--- config.mk ---
export PLATFORM = sky130hd
export DESIGN_NAME = pctw_walk_flat
export DESIGN_NICKNAME = d
export VERILOG_FILES = /design/src/rtl/pctw_pkg.sv /design/src/rtl/pctw_in_if.sv /design/src/rtl/pctw_out_if.sv /design/src/rtl/pctw_walk.sv /design/src/flat_wrapper.sv
export SDC_FILE = /design/constraint.sdc
export NUM_CORES = 1
export LEC_CHECK = 0
export ABC_CLOCK_PERIOD_IN_PS = 4850
export BUFFER_PORTS_ARGS = -buffer_cell sky130_fd_sc_hd__buf_2
export CAP_MARGIN = 25
export CORE_MARGIN = 2
export CORE_UTILIZATION = 40
export CTS_BUF_LIST = sky130_fd_sc_hd__clkbuf_2 sky130_fd_sc_hd__clkbuf_4 sky130_fd_sc_hd__clkbuf_8
export DETAILED_ROUTE_END_ITERATION = 8
export PLACE_DENSITY = 0.71
export SETUP_SLACK_MARGIN = 0.15
export SYNTH_ARGS = -nofsm -noshare
export SYNTH_HDL_FRONTEND = slang
export SYNTH_SLANG_ARGS = --single-unit
--- constraint.sdc ---
create_clock -name clk_i -period 4.85 [get_ports clk_i]
set_clock_uncertainty 0.15 [all_clocks]
set_input_delay 0.2425 -clock clk_i [delete_from_list [all_inputs] [get_ports clk_i]]
set_output_delay 0.2425 -clock clk_i [all_outputs]
set_load 0.03 [all_outputs]
--- src/rtl/pctw_pkg.sv ---
// Shared types for the decision-tree packet classifier.
// Holds the input and result beat layouts and the node store word layout.
// No dependencies.
package pctw_pkg;

  localparam int ActWrite    = 0;
  localparam int ActClassify = 1;

  typedef struct packed {
    logic        action;
    logic [11:0] node_addr;
    logic        node_internal;
    logic [2:0]  node_dim;
    logic [31:0] node_thresh;
    logic [11:0] node_child;
    logic [31:0] dim_value_0;
    logic [31:0] dim_value_1;
    logic [31:0] dim_value_2;
    logic [31:0] dim_value_3;
    logic [31:0] dim_value_4;
  } pctw_in_t;

  typedef struct packed {
    logic [31:0] rule_index;
    logic        walk_fault;
  } pctw_out_t;

  typedef struct packed {
    logic        internal;
    logic [2:0]  dim;
    logic [11:0] child;
    logic [31:0] thresh;
  } pctw_node_t;

  localparam int NodeW = $bits(pctw_node_t);

endpackage

--- src/rtl/pctw_in_if.sv ---
// Input channel of the classifier: valid/ready plus one input beat.
// Depends on pctw_pkg.
interface pctw_in_if;
  import pctw_pkg::*;

  logic     valid;
  logic     ready;
  pctw_in_t data;

  modport source (output valid, output data, input ready);
  modport sink   (input valid, input data, output ready);
endinterface

--- src/rtl/pctw_out_if.sv ---
// Result channel of the classifier: valid/ready plus one result beat.
// Depends on pctw_pkg.
interface pctw_out_if;
  import pctw_pkg::*;

  logic      valid;
  logic      ready;
  pctw_out_t data;

  modport source (output valid, output data, input ready);
  modport sink   (input valid, input data, output ready);
endinterface

--- src/rtl/pctw_walk.sv ---
// Tree walk sequencer: node writes, one node read and compare per level,
// and the result register. Depends on pctw_pkg, pctw_in_if, pctw_out_if.
module pctw_walk #(
  parameter int NODE_COUNT = 4096,
  parameter int MAX_WALK   = 128
) (
  input  logic                          clk_i,
  input  logic                          rst_ni,
  pctw_in_if.sink                       in_i,
  pctw_out_if.source                    out_o,
  output logic                          ram_we_o,
  output logic                          ram_re_o,
  output logic [$clog2(NODE_COUNT)-1:0] ram_addr_o,
  output logic [pctw_pkg::NodeW-1:0]    ram_wdata_o,
  input  logic [pctw_pkg::NodeW-1:0]    ram_rdata_i
);
  import pctw_pkg::*;

  localparam int AddrW = $clog2(NODE_COUNT);
  localparam int CntW  = $clog2(MAX_WALK + 1);

  localparam logic StIdle = 1'b0;
  localparam logic StWalk = 1'b1;

  logic            state_q, state_d;
  logic [CntW-1:0] passed_q, passed_d;
  logic [31:0]     dim_q [5];
  logic            out_valid_q, out_valid_d;
  pctw_out_t       out_q, out_d;

  logic        accept;
  logic        is_classify;
  logic        wr_ok;
  logic [31:0] wr_addr_w;
  pctw_node_t  node;
  logic [31:0] sel_val;
  logic        go_right;
  logic [31:0] next_w;
  logic        leave_store;
  logic        step_limit;
  logic        finish;
  logic        out_free;

  assign in_i.ready  = (state_q == StIdle);
  assign accept      = in_i.valid && in_i.ready;
  assign is_classify = (in_i.data.action == 1'(ActClassify));
  assign wr_addr_w   = 32'(in_i.data.node_addr);
  assign wr_ok       = wr_addr_w < 32'(NODE_COUNT);

  assign node = pctw_node_t'(ram_rdata_i);

  always_comb begin
    unique case (node.dim)
      3'd0:    sel_val = dim_q[0];
      3'd1:    sel_val = dim_q[1];
      3'd2:    sel_val = dim_q[2];
      3'd3:    sel_val = dim_q[3];
      3'd4:    sel_val = dim_q[4];
      default: sel_val = '0;
    endcase
  end

  assign go_right    = sel_val > node.thresh;
  assign next_w      = 32'(node.child) + 32'(go_right);
  assign leave_store = next_w >= 32'(NODE_COUNT);
  assign step_limit  = passed_q == CntW'(MAX_WALK);
  assign finish      = !node.internal || step_limit || leave_store;
  assign out_free    = !out_valid_q || out_o.ready;

  assign ram_wdata_o = {in_i.data.node_internal, in_i.data.node_dim,
                        in_i.data.node_child, in_i.data.node_thresh};

  always_comb begin
    state_d     = state_q;
    passed_d    = passed_q;
    out_d       = out_q;
    out_valid_d = out_valid_q && !out_o.ready;
    ram_we_o    = 1'b0;
    ram_re_o    = 1'b0;
    ram_addr_o  = wr_addr_w[AddrW-1:0];
    unique case (state_q)
      StIdle: begin
        if (accept) begin
          if (is_classify) begin
            ram_re_o   = 1'b1;
            ram_addr_o = '0;
            passed_d   = '0;
            state_d    = StWalk;
          end else begin
            ram_we_o = wr_ok;
          end
        end
      end
      StWalk: begin
        if (finish) begin
          if (out_free) begin
            out_valid_d = 1'b1;
            if (!node.internal) begin
              out_d.rule_index = node.thresh;
              out_d.walk_fault = 1'b0;
            end else begin
              out_d.rule_index = '0;
              out_d.walk_fault = 1'b1;
            end
            state_d = StIdle;
          end
        end else begin
          ram_re_o   = 1'b1;
          ram_addr_o = next_w[AddrW-1:0];
          passed_d   = passed_q + 1'b1;
        end
      end
      default: state_d = StIdle;
    endcase
  end

  always_ff @(posedge clk_i or negedge rst_ni) begin
    if (!rst_ni) begin
      state_q     <= StIdle;
      passed_q    <= '0;
      out_valid_q <= 1'b0;
    end else begin
      state_q     <= state_d;
      passed_q    <= passed_d;
      out_valid_q <= out_valid_d;
    end
  end

  always_ff @(posedge clk_i) begin
    out_q <= out_d;
    if (accept && is_classify) begin
      dim_q[0] <= in_i.data.dim_value_0;
      dim_q[1] <= in_i.data.dim_value_1;
      dim_q[2] <= in_i.data.dim_value_2;
      dim_q[3] <= in_i.data.dim_value_3;
      dim_q[4] <= in_i.data.dim_value_4;
    end
  end

  assign out_o.valid = out_valid_q;
  assign out_o.data  = out_q;

endmodule

--- src/flat_wrapper.sv ---
// flat-port wrapper written by rule: the top's interface ports become plain ports
module pctw_walk_flat import pctw_pkg::*;
#(
  parameter int NODE_COUNT = 4096,
  parameter int MAX_WALK   = 128
)
  (clk_i, rst_ni, ram_we_o, ram_re_o, ram_addr_o, ram_wdata_o, ram_rdata_i, in_i_valid, in_i_data, in_i_ready, out_o_valid, out_o_data, out_o_ready);
  pctw_in_if in_i_i ();
  pctw_out_if out_o_i ();
  input  logic clk_i;
  input  logic rst_ni;
  output logic ram_we_o;
  output logic ram_re_o;
  output logic [$clog2(NODE_COUNT)-1:0] ram_addr_o;
  output logic [pctw_pkg::NodeW-1:0] ram_wdata_o;
  input  logic [pctw_pkg::NodeW-1:0] ram_rdata_i;
  input wire logic [$bits(in_i_i.valid)-1:0] in_i_valid;
  input wire logic [$bits(in_i_i.data)-1:0] in_i_data;
  output wire logic [$bits(in_i_i.ready)-1:0] in_i_ready;
  output wire logic [$bits(out_o_i.valid)-1:0] out_o_valid;
  output wire logic [$bits(out_o_i.data)-1:0] out_o_data;
  input wire logic [$bits(out_o_i.ready)-1:0] out_o_ready;
  assign in_i_i.valid = in_i_valid;
  assign in_i_i.data = in_i_data;
  assign in_i_ready = in_i_i.ready;
  assign out_o_valid = out_o_i.valid;
  assign out_o_data = out_o_i.data;
  assign out_o_i.ready = out_o_ready;
  pctw_walk #(.NODE_COUNT(NODE_COUNT), .MAX_WALK(MAX_WALK)) u_core (.clk_i(clk_i), .rst_ni(rst_ni), .in_i(in_i_i), .out_o(out_o_i), .ram_we_o(ram_we_o), .ram_re_o(ram_re_o), .ram_addr_o(ram_addr_o), .ram_wdata_o(ram_wdata_o), .ram_rdata_i(ram_rdata_i));
endmodule
Word level (Yosys, flattened, before mapping). Memories as Yosys holds them, arrays and structs flattened. Cells that the tools add are included.

$add $sub $neg: 2. $lt $le $gt $ge: 3. Eq/ne operators: 8. Muxes and demuxes: 25. Bitwise logic cells: 1. Reduce and logical (&&, ||, !) cells: 12.

Operators by type and width (number): 32-bit case mux with 5 select lines (1); 12-bit 2-to-1 mux (3); 32-bit by 13-bit >= comparator with 1-bit output (second input constant) (1); 32-bit greater-than comparator (1); 8-bit 2-to-1 mux (3); 12-bit case mux with 2 select lines (1); 8-bit case mux with 2 select lines (1); 1-bit 2-to-1 mux (14); 12-bit by 1-bit adder with 13-bit output (1); 12-bit by 13-bit < comparator with 1-bit output (second input constant) (1); 8-bit by 1-bit adder with 8-bit output (second input constant) (1); 8-bit equality test (second input constant) (1); 3-bit by 2-bit equality test with 1-bit output (second input constant) (2); 2-bit inequality test (second input constant) (3); 3-bit AND reduction (2); 1-bit case mux with 2 select lines (2); 3-bit by 1-bit equality test with 1-bit output (second input constant) (1); 3-bit equality test (second input constant) (1); 1-bit logical AND (3); 1-bit zero test (3); 3-bit zero test (1); 1-bit logical OR (3); 1-bit NOT (1).

Register bits: 43. Memory bits (writable): 160. Input port bits: 273. Output and inout bits: 97. Logic and storage cells: 57. Memories: 1.

Memory list: u_core.dim_q (words 5, bits a word 32, rd ports 5, clocked after Yosys merged registers in 0, wr ports 5, line pctw_walk.sv:27) `logic [31:0] dim_q [5];`.

Longest topological paths before layout.
Word-level depth: 8. Mapped depth: 21. Depth with buffers taken out: 16.

Worst setup path before layout. Ideal clock, no wire load.

Kind: flip-flop to flip-flop. Start: register u_core.state_q. End: memory u_core.dim_q[0][0], enable pin. Setup time: 0.515 ns. Arrival: 4.144 ns. Required time: 4.185 ns. Slack: 0.041 ns. Cell stages (with the launch flop): 5. Path buffers: 1. Period minus slack after synthesis: 4.809 ns. Path through: dfrtp_1 inv_1 nand3_1 clkbuf_8 inv_1.

RTL lines: start: declaration (line pctw_walk.sv:25) `logic state_q, state_d;`; start signal: assignment (line pctw_walk.sv:119) `state_q <= StIdle;`; start signal: assignment (line pctw_walk.sv:123) `state_q <= state_d;`; end: declaration (line pctw_walk.sv:27).

==> impl_metrics.ini <==
[floorplanning]
initial_utilization_pct = 40.8
ios = 370
die_w_um = 156
core_um2 = 22600
rows = 55
dieHeight_um = 156
die_area_um2 = 24300

[critical_path]
r2r_cells = 19
cp.arrival_ns = 4.47
reg2reg_to = u_core.out_o.data[3]
crit_path_start_kind = register
worst-setup-path-type = register to output port
rrSetupSlack_ns = 0.33
worstSetupEndpointType = output port
path_max_fanout = 6
required_ns = 4.46
r2r_start = u_core.dim_q[0][95]

[drt]
wl_mm = 30.1
ant_nets = 0
drtIter0Drc = 384
wire_per_inst_um = 21.0
vias = 7409
drc_errors = 0
via_per_inst = 5.16
drtPass1Iterations = 5

[logic_synthesis]
synth_top_area_cell = edfxtp_1
synthCells = 664
syn_area_per_cell_um2 = 13.9
yosysWarnings = 0
async_flop_share_pct = 4.93
netlist_area_um2 = 9230
yosys-top-cells-area = edfxtp_1 63%, a22oi_1 5.3%, ha_1 4.9%, buf_4 4.1%, mux2_2 3.9%
synth-seq-cells = 203
synth_cell_types = 45
synth-main-ff-cell = edfxtp_1
yosysSeqAreaShare_pct = 65.5
syn_nets = 973
synth-edff-count = 193
synth_top_area_share_pct = 62.8

[grt]
grt_max_degree = 106
grt.overflow.total = 0
antenna_found_initial = 1
grt_pass1_wl_mm = 43.4
track_usage_pct = 23.8
grt_pass1_vias = 7996

[clocking]
cts_root_buf = clkbuf_8
clock_latency_ns = 0.52
htree_levels = 2
cts.sinks = 203
clk_pin_slew_ns = 0.06
clk_path_buf_depth = 3
numCtsBuffers = 36
cts_tree = built

[timing]
maxSlewViolCount = 0
worst_slack_ns = -0.0134
fmax_mhz = 206
rsz0062_at_grt = true
hold_viol_final = 0
finalCriticalPeriod_ns = 4.86
finalSetupViolations = 1
post-route-period-util_pct = 100
tightest_slew_ns = 1.00
slew_headroom_pct = 33.1

[outcome]
status = finished, violations left
violations = setup timing

[layout]
final_common_cell = buf_2
drive_above_1_share_pct = 37.7
syn2layout_area_growth_pct = 49.8
final_core_util_pct = 61.1
fin_nets = 1436
mostFrequentLayoutCells = 260 x buf_2, 195 x dlygate4sd3_1, 193 x edfxtp_1

[hold_path]
min_path_cells = 2
hold_end = u_core.out_o.data[29]
holdCritPathClass = input pin to register
hp-start = ram_rdata_i[47]

[power_and_ir_drop]
p_total_w = 0.00449
ir_drop_uv = 218
powerDensity_nw_per_um2 = 325
p_leak_nw = 5.65

[placed_design]
io_buffers = 273
hpwl_mm = 18.1
gp_congestion = 0.796
dp_slack_ns = -0.0137

[flow_run]
maxCapViolCount = 0
[sequential cells by signal (all words and copies together) (netlist names)]
| register | count |
|---|---|
| u_core.dim_q | 160 |
| u_core.out_o.data | 33 |
| u_core.out_o.valid | 1 |
| u_core.passed_q | 8 |
| u_core.state_q | 1 |
[kinds of logic after synthesis]
| group | count (synthesis) | share of synthesized area (%) |
|---|---|---|
| AOI/OAI and AO/OA | 147 | 10.9 |
| xor gates and xnor gates | 10 | 0.949 |
| adders and majority gates | 36 | 4.88 |
| buffers and inverters | 127 | 7.62 |
| DFF | 203 | 65.5 |
| muxes | 33 | 4.01 |
| and+or+nand+nor | 108 | 6.06 |
[power breakdown]
part,total [W],internal [W],switching (W)
Combinational,0.000783,0.000374,0.000409
Clock,0.00163,0.000930,0.000697
Sequential,0.00208,0.00204,0.0000427
Total,0.00449,0.00335,0.00115
[critical path, cell delays in order, from the launching register on]
cell	delay [ns]
edfxtp_1	0.38
mux2_4	0.28
a22oi_2	0.19
o22ai_1	0.11
ha_1	0.37
nand4_1	0.17
buf_4	0.19
nor4_4	0.21
buf_4	0.17
o31ai_4	0.06
a22oi_2	0.26
ha_2	0.25
ha_4	0.13
and3_4	0.19
nand4_4	0.09
o2111ai_4	0.23
buf_12	0.16
buf_4	0.11
nand3_1	0.08
o21ai_1	0.13
buf_4	0.18
[cell type report]
type / instances / area [µm²]
timing repair buffer: 510 / 3890
inverter: 42 / 161
antenna: 1 / 2.50
clock inverter: 15 / 148
fill: 1659 / 8820
sequential: 203 / 6050
tap: 285 / 357
clock buffer: 46 / 571
multi-input combinational: 334 / 2650
[synth_stat cells, types with 2 or more instances]
library cell	n
nor2b_1	4
dfrtp_1	10
nand4_1	11
nor4_1	3
nand4_2	2
ha_1	36
buf_4	51
a221oi_1	2
buf_2	6
xor2_1	3
o22ai_1	31
inv_1	42
clkbuf_8	2
a21oi_1	15
and3_4	2
o31ai_1	4
o21ai_0	18
nor3_1	2
nor2_1	37
nand3_1	25
and3_1	4
mux2_2	32
edfxtp_1	193
clkbuf_1	22
a22oi_1	65
o211ai_1	5
nand2_1	11
xnor2_1	7
buf_1	3
[worst max path at each step]
stage                                   start                  to  slack (ns)  cells after the start
after floorplan               ram_rdata_i[44]      ram_addr_o[11]        0.30                     19
after global placement        ram_rdata_i[44]  u_core.passed_q[5]        0.07                     20
after detailed placement      ram_rdata_i[44]  u_core.passed_q[5]       -0.01                     20
after CTS                 u_core.dim_q[0][95]      ram_addr_o[11]        0.07                     20
after global routing      u_core.dim_q[0][95]      ram_addr_o[11]       -0.26                     20
final                     u_core.dim_q[0][95]      ram_addr_o[11]       -0.01                     20
[metrics by stage]
stage / std cells / setup TNS (ns) / hold slack (ns) / instance area [µm²]
after floorplan: 664 / 0 / -0.203 / 9230
after detailed placement: 1166 / -0.0137 / -0.0291 / 10700
after CTS: 1431 / 0 / 0.216 / 13700
after global placement: 1166 / 0 / -0.0311 / 10700
after global routing: 1436 / -2.47 / 0.242 / 13800
final: 1436 / -0.0134 / 0.233 / 13800
[layer usage]
metal  part of all wire [%]  vias up  track usage, %
met3                    7.9       84            6.08
met1                     37     3497            26.7
met4                    3.5        0            9.92
li1                       -     3427               -
met5                      0        -               0
met2                     52      401            42.9
[repair_timing]
| item | CTS | global route |
|---|---|---|
| pin swaps | 13 | 19 |
| hold buffers | 195 | 0 |
| gates resized for setup | 43 | 24 |
| setup buffers | 8 | 1 |
| gates cloned | 1 | 3 |
| endpoints found under the hold margin | 203 | 0 |
| endpoints found under the setup margin | 13 | 47 |
Power figures use the tool's default switching activity.
